`src/design/b2dd_pkg.sv`:
```
// Shared types, the digit width constant and a helper function for the binary to decimal digit converter.
package b2dd_pkg;

   localparam int DIGIT_W = 4;

   // Commands from the controller to the datapath.
   typedef struct packed {
      logic load;        // capture a new value and clear the digit register
      logic conv_step;   // one double-dabble step on the next value bit
      logic digit_step;  // move the digit register up by one digit
      logic emit;        // place the top digit into the output register
      logic emit_last;   // the emitted digit is the final one
   } b2dd_cmd_type;

   // Status from the datapath to the controller.
   typedef struct packed {
      logic out_free;    // output register can take a digit this cycle
      logic top_nonzero; // top digit of the digit register is not zero
   } b2dd_status_type;

   // Add three to a digit of five or more, ahead of the doubling shift.
   function automatic logic [DIGIT_W-1:0] adjust_digit(input logic [DIGIT_W-1:0] d);
      logic [DIGIT_W-1:0] r;
      r = d;
      if (d >= 4'd5) begin
         r = d + 4'd3;
      end
      return r;
   endfunction

endpackage

```
`src/design/binary128_to_decimal_digits.sv`:
```
// Top level of the unsigned binary to decimal digit converter.
//
// A request beat carries an unsigned value as two 64-bit halves; only the
// low VALUE_BITS bits of the combined value are converted. Each response
// beat carries one decimal digit, most significant first, with
// rsp_last_digit set on the final digit. Leading zeros are suppressed, so a
// value of zero gives the single digit 0.
// The conversion is a shift-and-add-3 pass, one value bit per cycle, over a
// register of packed decimal digits. The digits then leave one per cycle
// while the receiver does not stall, the register moving up a digit each
// time; suppressed leading zeros are stepped past in the same way, without
// a beat. The block is occupied by the bit-serial conversion loop and the
// digit-serial output and takes no new value until both are through.
// req_stall is low only while the block is idle; a new request is taken even
// while the final digit of the previous value still waits in the output
// register. When rsp_stall is high while a beat is valid, the output register
// holds its beat and the digit sequence pauses. Reset returns the controller
// to idle and empties the output register.
module binary128_to_decimal_digits #(
   parameter int VALUE_BITS = 128
) (
   input  logic                         clock,
   input  logic                         reset,
   input  logic                         req_valid,
   output logic                         req_stall,
   input  logic [63:0]                  req_value_high,
   input  logic [63:0]                  req_value_low,
   output logic                         rsp_valid,
   input  logic                         rsp_stall,
   output logic [b2dd_pkg::DIGIT_W-1:0] rsp_digit,
   output logic                         rsp_last_digit
);
   import b2dd_pkg::*;

   // Decimal digits needed for VALUE_BITS bits: floor(bits * log10(2)) + 1.
   localparam int NUM_DIGITS = (VALUE_BITS * 30103) / 100000 + 1;

   b2dd_cmd_type    cmd;
   b2dd_status_type status;

   // The controller sequences load, conversion steps and digit output.
   b2dd_ctrl #(
      .VALUE_BITS (VALUE_BITS),
      .NUM_DIGITS (NUM_DIGITS)
   ) u_ctrl (
      .clock     (clock),
      .reset     (reset),
      .req_valid (req_valid),
      .req_stall (req_stall),
      .status    (status),
      .cmd       (cmd)
   );

   // The datapath holds the value, the digit register and the output beat.
   b2dd_dp #(
      .VALUE_BITS (VALUE_BITS),
      .NUM_DIGITS (NUM_DIGITS)
   ) u_dp (
      .clock          (clock),
      .reset          (reset),
      .req_value_high (req_value_high),
      .req_value_low  (req_value_low),
      .cmd            (cmd),
      .status         (status),
      .rsp_valid      (rsp_valid),
      .rsp_stall      (rsp_stall),
      .rsp_digit      (rsp_digit),
      .rsp_last_digit (rsp_last_digit)
   );

endmodule

```
`src/design/b2dd_ctrl.sv`:
```
// Controller state machine: sequences the conversion steps and the digit output.
module b2dd_ctrl #(
   parameter int VALUE_BITS = 128,
   parameter int NUM_DIGITS = 39
) (
   input  logic                      clock,
   input  logic                      reset,
   input  logic                      req_valid,
   output logic                      req_stall,
   input  b2dd_pkg::b2dd_status_type status,
   output b2dd_pkg::b2dd_cmd_type    cmd
);
   import b2dd_pkg::*;

   localparam int BIT_CNT_W = (VALUE_BITS > 1) ? $clog2(VALUE_BITS) : 1;
   localparam int DIG_CNT_W = (NUM_DIGITS > 1) ? $clog2(NUM_DIGITS) : 1;

   typedef enum logic [2:0] {
      ST_IDLE = 3'b001,
      ST_CONV = 3'b010,
      ST_EMIT = 3'b100
   } state_type;

   state_type              state_ff, state_in;
   logic [BIT_CNT_W-1:0]   bit_cnt_ff, bit_cnt_in;
   logic [DIG_CNT_W-1:0]   dig_cnt_ff, dig_cnt_in;
   logic                   seen_ff, seen_in;
   logic                   last_pos;

   assign req_stall = (state_ff != ST_IDLE);
   assign last_pos  = (dig_cnt_ff == DIG_CNT_W'(NUM_DIGITS - 1));

   always_comb begin
      state_in   = state_ff;
      bit_cnt_in = bit_cnt_ff;
      dig_cnt_in = dig_cnt_ff;
      seen_in    = seen_ff;
      cmd        = '0;
      unique case (state_ff)
         ST_IDLE: begin
            if (req_valid) begin
               cmd.load   = 1'b1;
               bit_cnt_in = BIT_CNT_W'(VALUE_BITS - 1);
               state_in   = ST_CONV;
            end
         end
         ST_CONV: begin
            cmd.conv_step = 1'b1;
            if (bit_cnt_ff == '0) begin
               dig_cnt_in = '0;
               seen_in    = 1'b0;
               state_in   = ST_EMIT;
            end else begin
               bit_cnt_in = bit_cnt_ff - 1'b1;
            end
         end
         ST_EMIT: begin
            if (status.out_free) begin
               cmd.digit_step = 1'b1;
               dig_cnt_in     = dig_cnt_ff + 1'b1;
               if (status.top_nonzero || seen_ff || last_pos) begin
                  cmd.emit      = 1'b1;
                  cmd.emit_last = last_pos;
                  seen_in       = 1'b1;
               end
               if (last_pos) begin
                  state_in = ST_IDLE;
               end
            end
         end
         default: begin
            state_in = ST_IDLE;
         end
      endcase
   end

   always_ff @(posedge clock) begin
      if (reset) begin
         state_ff <= ST_IDLE;
      end else begin
         state_ff <= state_in;
      end
      bit_cnt_ff <= bit_cnt_in;
      dig_cnt_ff <= dig_cnt_in;
      seen_ff    <= seen_in;
   end

endmodule

```
`src/design/b2dd_dp.sv`:
```
// Datapath: value shift register, packed decimal digit register and output register.
module b2dd_dp #(
   parameter int VALUE_BITS = 128,
   parameter int NUM_DIGITS = 39
) (
   input  logic                              clock,
   input  logic                              reset,
   input  logic [63:0]                       req_value_high,
   input  logic [63:0]                       req_value_low,
   input  b2dd_pkg::b2dd_cmd_type            cmd,
   output b2dd_pkg::b2dd_status_type         status,
   output logic                              rsp_valid,
   input  logic                              rsp_stall,
   output logic [b2dd_pkg::DIGIT_W-1:0]      rsp_digit,
   output logic                              rsp_last_digit
);
   import b2dd_pkg::*;

   localparam int BCD_W = NUM_DIGITS * DIGIT_W;

   logic [VALUE_BITS-1:0] value_ff, value_in;
   logic [BCD_W-1:0]      bcd_ff, bcd_in;
   logic [BCD_W-1:0]      bcd_adj;
   logic [127:0]          full_value;
   logic                  rsp_valid_ff, rsp_valid_in;
   logic [DIGIT_W-1:0]    rsp_digit_ff, rsp_digit_in;
   logic                  rsp_last_ff, rsp_last_in;
   logic [DIGIT_W-1:0]    top_digit;

   assign full_value = {req_value_high, req_value_low};
   assign top_digit  = bcd_ff[BCD_W-1 -: DIGIT_W];

   always_comb begin
      for (int i = 0; i < NUM_DIGITS; i++) begin
         bcd_adj[i*DIGIT_W +: DIGIT_W] = adjust_digit(bcd_ff[i*DIGIT_W +: DIGIT_W]);
      end
   end

   always_comb begin
      value_in = value_ff;
      bcd_in   = bcd_ff;
      if (cmd.load) begin
         value_in = full_value[VALUE_BITS-1:0];
         bcd_in   = '0;
      end else if (cmd.conv_step) begin
         value_in = {value_ff[VALUE_BITS-2:0], 1'b0};
         bcd_in   = {bcd_adj[BCD_W-2:0], value_ff[VALUE_BITS-1]};
      end else if (cmd.digit_step) begin
         bcd_in = {bcd_ff[BCD_W-DIGIT_W-1:0], {DIGIT_W{1'b0}}};
      end
   end

   assign status.out_free    = !rsp_valid_ff || !rsp_stall;
   assign status.top_nonzero = (top_digit != '0);

   always_comb begin
      rsp_valid_in = rsp_valid_ff && rsp_stall;
      rsp_digit_in = rsp_digit_ff;
      rsp_last_in  = rsp_last_ff;
      if (cmd.emit) begin
         rsp_valid_in = 1'b1;
         rsp_digit_in = top_digit;
         rsp_last_in  = cmd.emit_last;
      end
   end

   always_ff @(posedge clock) begin
      if (reset) begin
         rsp_valid_ff <= 1'b0;
      end else begin
         rsp_valid_ff <= rsp_valid_in;
      end
      value_ff     <= value_in;
      bcd_ff       <= bcd_in;
      rsp_digit_ff <= rsp_digit_in;
      rsp_last_ff  <= rsp_last_in;
   end

   assign rsp_valid      = rsp_valid_ff;
   assign rsp_digit      = rsp_digit_ff;
   assign rsp_last_digit = rsp_last_ff;

endmodule
```
`config.mk`:
```
export PLATFORM = sky130hd
export DESIGN_NAME = binary128_to_decimal_digits
export DESIGN_NICKNAME = d
export VERILOG_FILES = /design/src/design/b2dd_pkg.sv /design/src/design/binary128_to_decimal_digits.sv /design/src/design/b2dd_ctrl.sv /design/src/design/b2dd_dp.sv
export SDC_FILE = /design/constraint.sdc
export NUM_CORES = 1
export LEC_CHECK = 0
export BUFFER_PORTS_ARGS = -buffer_cell sky130_fd_sc_hd__buf_2
export CAP_MARGIN = 20
export CORE_ASPECT_RATIO = 1.5
export CORE_MARGIN = 2
export CORE_UTILIZATION = 35
export CTS_CLUSTER_SIZE = 25
export DETAILED_ROUTE_END_ITERATION = 12
export SLEW_MARGIN = 20
export SYNTH_ARGS = -nofsm -noshare
export SYNTH_HDL_FRONTEND = slang
export SYNTH_SLANG_ARGS = --single-unit
```
`constraint.sdc`:
```
create_clock -name clock -period 4.1 [get_ports clock]
set_input_delay 0.41 -clock clock [delete_from_list [all_inputs] [get_ports clock]]
set_output_delay 0.41 -clock clock [all_outputs]
set_load 0.01 [all_outputs]
```
=== After elaboration in Yosys (flattened, before gate mapping) ===
Cells that the tools add are included.
W data, S select, Z words.

* Logic and storage cells: 182
* Output and inout bits: 7
* Bits of input ports: 132
* Bits in registers: 307

* $add $sub $neg: 41
* Eq/ne operators: 11
* Magnitude comparators: 39
* Reduce and logical (&&, ||, !) cells: 17
* Multiplexer cells: 65

{| class="wikitable"
|+ Operators by type and width
! operator !! number
|-
| $mux W156 || 2
|-
| $mux W128 || 2
|-
| $ge A4 B3 Y1 const B || 39
|-
| $add A4 B2 Y4 const B || 38
|-
| $mux W4 || 38
|-
| $mux W3 || 7
|-
| $mux W7 || 2
|-
| $pmux W7 S2 || 1
|-
| $mux W6 || 2
|-
| $pmux W6 S2 || 1
|-
| $pmux W3 S3 || 1
|-
| $reduce_and A3 Y1 || 3
|-
| $reduce_and A4 Y1 || 2
|-
| $reduce_bool A2 Y1 || 4
|-
| $logic_not A7 Y1 || 1
|-
| $mux W1 || 7
|-
| $sub A7 B1 Y7 const B || 1
|-
| $add A6 B1 Y6 const B || 1
|-
| $eq A6 B6 Y1 const B || 1
|-
| $ne A2 B1 Y1 const B || 3
|-
| $ne A2 B2 Y1 const B || 3
|-
| $reduce_bool A4 Y1 || 1
|-
| $add A3 B2 Y3 const B || 1
|-
| $eq A3 B1 Y1 const B || 1
|-
| 8 further kinds || 11
|}

=== Logic depth before layout (Yosys ltp) ===
* Depth after elaboration: 8
* Depth in mapped cells: 8
* Gate-level depth less buffers: 6

=== Modules after synthesis ===
Synthesis repeated with hierarchy kept, for this count alone.

* Cell total of the unflattened synthesis: 1603
* Area total of the unflattened synthesis: 16961.3 um^2

{| class="wikitable"
|+ By module, submodules not included
! module !! seq. area each (um^2) !! area each (um^2) !! cells each !! instances
|-
| b2dd_dp || 7136.8 || 16040.4 || 1516 || 1
|-
| b2dd_ctrl || 480.5 || 920.9 || 87 || 1
|}

=== Least setup slack after synthesis ===
No wires, ideal clock.

* Kind: reg2reg
* Start: register u_ctrl.state_ff[1]
* End: register u_dp.value_ff[0] (enable)
* Cell stages (with the launch flop): 6
* Slack: -404 ps
* Arrival: 4012 ps
* Path buffers: 3
* Data required time: 3608 ps
* Library setup time: 492 ps
* Period minus slack after synthesis: 4504 ps
* Cells stage by stage: dfxtp_1 -> or3b_1 -> buf_2 -> clkbuf_1 -> clkbuf_1 -> nand2_1

* Longest elaborated chain between the ends: 3
* Elaborated cells between the ends (all ways): 5
* Classes of those cells: 2 x eq/ne; 2 x mux; 1 x reduce/logical

{| class="wikitable"
|+ Ends and longest elaborated chain
! item !! line !! RTL
|-
| start, declared || b2dd_ctrl.sv:24 || <nowiki>state_type state_ff, state_in;</nowiki>
|-
| start signal, assigned || b2dd_ctrl.sv:81 || <nowiki>state_ff <= state_in;</nowiki>
|-
| $eq A3 B2 Y1 or $eq A3 B1 Y1 (tied branches) || b2dd_ctrl.sv:39 || <nowiki>unique case (state_ff)</nowiki>
|-
| $mux W1 || b2dd_ctrl.sv:39 ||
|-
| $reduce_bool A2 Y1 (no source line) * || - ||
|-
| end signal, assigned || b2dd_dp.sv:73 || <nowiki>value_ff <= value_in;</nowiki>
|-
| end, declared || b2dd_dp.sv:21 || <nowiki>logic [VALUE_BITS-1:0] value_ff, value_in;</nowiki>
|}

Mark *: on every way between the ends. The rest lies on a longest branch, timed or not.
A chain may end at the register's enable or synchronous reset.

=== Final worst setup path ===
* Start: register u_ctrl.state_ff[0]
* End: register u_dp.value_ff[100] (enable)

The elaborated chain is that of the path after synthesis.

==> metrics.md <==
| Metric | Value |
|---|---|
| MaxCap Viol Count | `0` |
| CP Launch Type | `flop` |
| Worst hold stages | `3` |
| Initial antenna violation count | `1` |
| Pwr Total | `7.820 mW` |
| Vias in the first global route | `13,990` |
| Worst slew pin tran | `between 0.8 and 0.9 ns` |
| P_int | `5.692 mW` |
| Final Setup Violations | `0` |
| Status | `finished clean` |
| Seq/Total Area, Yosys | `about 44%` |
| Fin Setup TNS | `0 ns` |
| Clock Latency Late Sink | `0.53 ns` |
| Fin crit period | `between 3 and 4 ns` |
| Clock Pin Slew Worst Setup and Hold Paths | `about 0.06 ns` |
| GP Congestion | `around 0.74` |
| All-Layer GR Usage | `16.10%` |
| VDD IR max | `just over 0.3 mV` |
| First DRT Iteration DRCs | `860` |
| Largest net degree at the start of global routing | `206` |
| Post-Route WL | `41,640 µm` |
| Post-CTS setup buffers | `0` |
| Sw frac | `27.22%` |
| Starting density of the core | `35.33%` |
| Clock Sink Count | `307` |
| Cell Rows | `a little under 100` |
| Final hold vios | `0` |
| DP Wirelength | `approximately 26,000 µm` |
| PostCTS Resize Cnt | `0` |
| Design area | `19,400 µm²` |
| Min-Delay Path Class | `primary input to flop` |
| Reg power frac | `about half` |
| Via/cell ratio | `5.246` |
| Filler Cell Count | `4,944` |
| Post-synthesis cell type count | `45` |
| First-pass GRT wire length | `68,630 µm` |
| RSZ-0062 raised after global routing | `false` |
| Depth of the most critical reg-to-reg path | `4` |
| Diode count | `0` |
| Non-filler cells in the finished layout | `2,723` |
| Net switching power | `between 2 and 2.5 mW` |
| Static Leak | `between 7 and 8 nW` |
| Multi-input combinational cell area | `~8700 µm²` |
| DIE WIDTH | `184.8 µm` |
| Clock power share | `38.3%` |
| Overflow left after global routing | `0` |
| Post-Syn Area | `17,150 µm²` |
| Avg Inst Size Synth | `8.659 µm²` |
| Die ar. | `50,830 µm²` |
| Clock buffer depth | `3` |
| DR vias | `14,280` |
| Synth Instances | `between 1,500 and 2,000` |
| Crit path max fanout | `66` |
| CORE AREA | `48,560 µm²` |
| Final Util | `between 30 and 40%` |
| Max-slew violations | `0` |
| Hold_ws | `0.1403 ns` |
| Fmax achieved | `0.3307 GHz` |
| Yosys warns | `0` |
| DRC errors left | `0` |
| WP data arrival | `approximately 3.2 ns` |
| Comb pwr share | `13.6%` |
| H-Tree Depth | `2` |
| Setup WS pre-CTS | `1.077 ns` |
| Drt first pass iters | `5` |
| Relative slew slack | `40.58%` |
| Nets@finish | `2,259` |
| Dpl cell area | `18,340 µm²` |
| Storage cell area | `roughly 7600 µm²` |
| Skew final | `0.01650 ns` |
| Period utilization | `between 70 and 80%` |
| Layout cells sized above 1 | `10.45%` |
| Area growth from synthesis to layout | `13.12%` |
| PortBufs | `approximately 140` |
| Setup crit end kind | `flop` |
| Fin worst setup slack | `1.076 ns` |
| Die Y | `275.1 µm` |
| CTS Buf Count | `34` |
| PwrDens | `403.0 nW/µm²` |
| Antenna Violating Nets Remaining | `0` |
| Syn nets | `2,196` |
| CTS tree | `done` |
| Critical path type | `flop to flop` |
| Dpl cells | `2,664` |
| Root Buffer | `clkbuf_16` |
| Number of synthesized register bits | `307` |
| Hold buffer count at cts | `0` |
| DR WL/cell | `15.29 µm` |
| Boundary Pins | `139` |
| Crit path required time | `4.28 ns` |
final timing paths:
kind | slack [ns] | start | endpoint
hold / removal | 0.14 | req_value_low[16] | u_dp.value_ff[16]
hold reg to reg | 0.47 | u_dp.bcd_ff[153] | u_dp.rsp_digit[1]
setup reg to reg | 1.08 | u_ctrl.state_ff[0] | u_dp.value_ff[100]
setup / recovery | 1.08 | u_ctrl.state_ff[0] | u_dp.value_ff[100]
state kept, by name (all words and copies together) (netlist names):
signal               count
u_dp.bcd_ff            156
u_dp.value_ff          128
u_ctrl.bit_cnt_ff        7
u_ctrl.dig_cnt_ff        6
u_dp.rsp_digit           4
u_ctrl.state_ff          3
u_ctrl.seen_ff           1
u_dp.rsp_last_digit      1
u_dp.rsp_valid           1
cells by family after synthesis:
| family | synth area share [%] |
|---|---|
| AND/OR/NAND/NOR | 21.96 |
| AO/OA/AOI/OAI | 15.19 |
| flip-flops | 44.41 |
| buffers and inverters | 5.216 |
| multiplexers | 6.711 |
| adder cells (fa/ha/maj) | 6.054 |
| XOR/XNOR | 0.4595 |
area by class of cell:
type | instances | area share, %
Sequential cell | 307 | 39.26
Inverter | 87 | 1.683
Tap cell | 656 | 4.230
Multi-Input combinational cell | 1460 | 44.79
Clock buffer | 45 | 4.752
Timing Repair Buffer | 154 | 4.565
Clock inverter | 14 | 0.7222
cells in the mapped netlist (all sizes together):
cell,count,area (µm²)
edfxtp,147,4414
a211oi,152,1141
and3,2,12.51
a21oi,119,595.6
nand3b,1,7.510
o2bb2ai,1,8.760
nor3b,76,570.6
o21ai,43,215.2
a22o,1,8.760
buf,66,339.1
or4b,1,10.01
nor4,1,6.260
xor2,4,35.03
nand2b,42,262.8
mux2i,115,1151
and2,4,25.03
a32oi,1,8.760
or2,1,6.260
nand4,2,12.51
nor3,40,200.2
o41ai,1,8.760
a311oi,39,341.6
dfxtp,160,3203
clkbuf,61,229.0
or3,2,12.51
a21o,3,22.52
or3b,2,17.52
a22oi,1,7.510
xnor2,5,43.79
nor2,162,624.4
a31o,1,8.760
ha,83,1039
a31oi,38,237.7
nand2,475,1785
inv,87,326.6
nand3,39,195.2
nor2b,3,18.77
power by group through the flow:
stage	Combinational, mW	Sequential [mW]	Clock [mW]
after global placement	1.04	3.82	0
after floorplan	0.802	3.77	0
after detailed placement	1.07	3.82	0
after CTS	1.08	3.76	3.09
final	1.06	3.76	2.99
after global routing	1.21	3.80	3.20
per-layer routing:
metal,global-route usage [%],share of wire [%],up-vias,wire length [µm]
li1,-,-,7094,-
met1,20.00,45,6833,18780
met2,28.97,48,303,20010
met3,2.277,4.9,52,2027
met4,4.470,1.9,2,809
met5,0,0.038,-,16
layout by cell type, fill, tap and decap left out, drive strengths merged, types with 83 or more instances in the layout:
cell,instances
a211oi,152
a21oi,119
buf,154
dfxtp,160
edfxtp,147
ha,83
inv,89
mux2i,115
nand2,475
nor2,162
worst max-delay path: stages, from the launching register on:
cell and delay [ns]:
dfxtp_1 0.46, nor3b_1 0.60, nand2_4 0.53, nand2_4 0.68
buf_12 0.36
(Power assumes the default switching activity.)
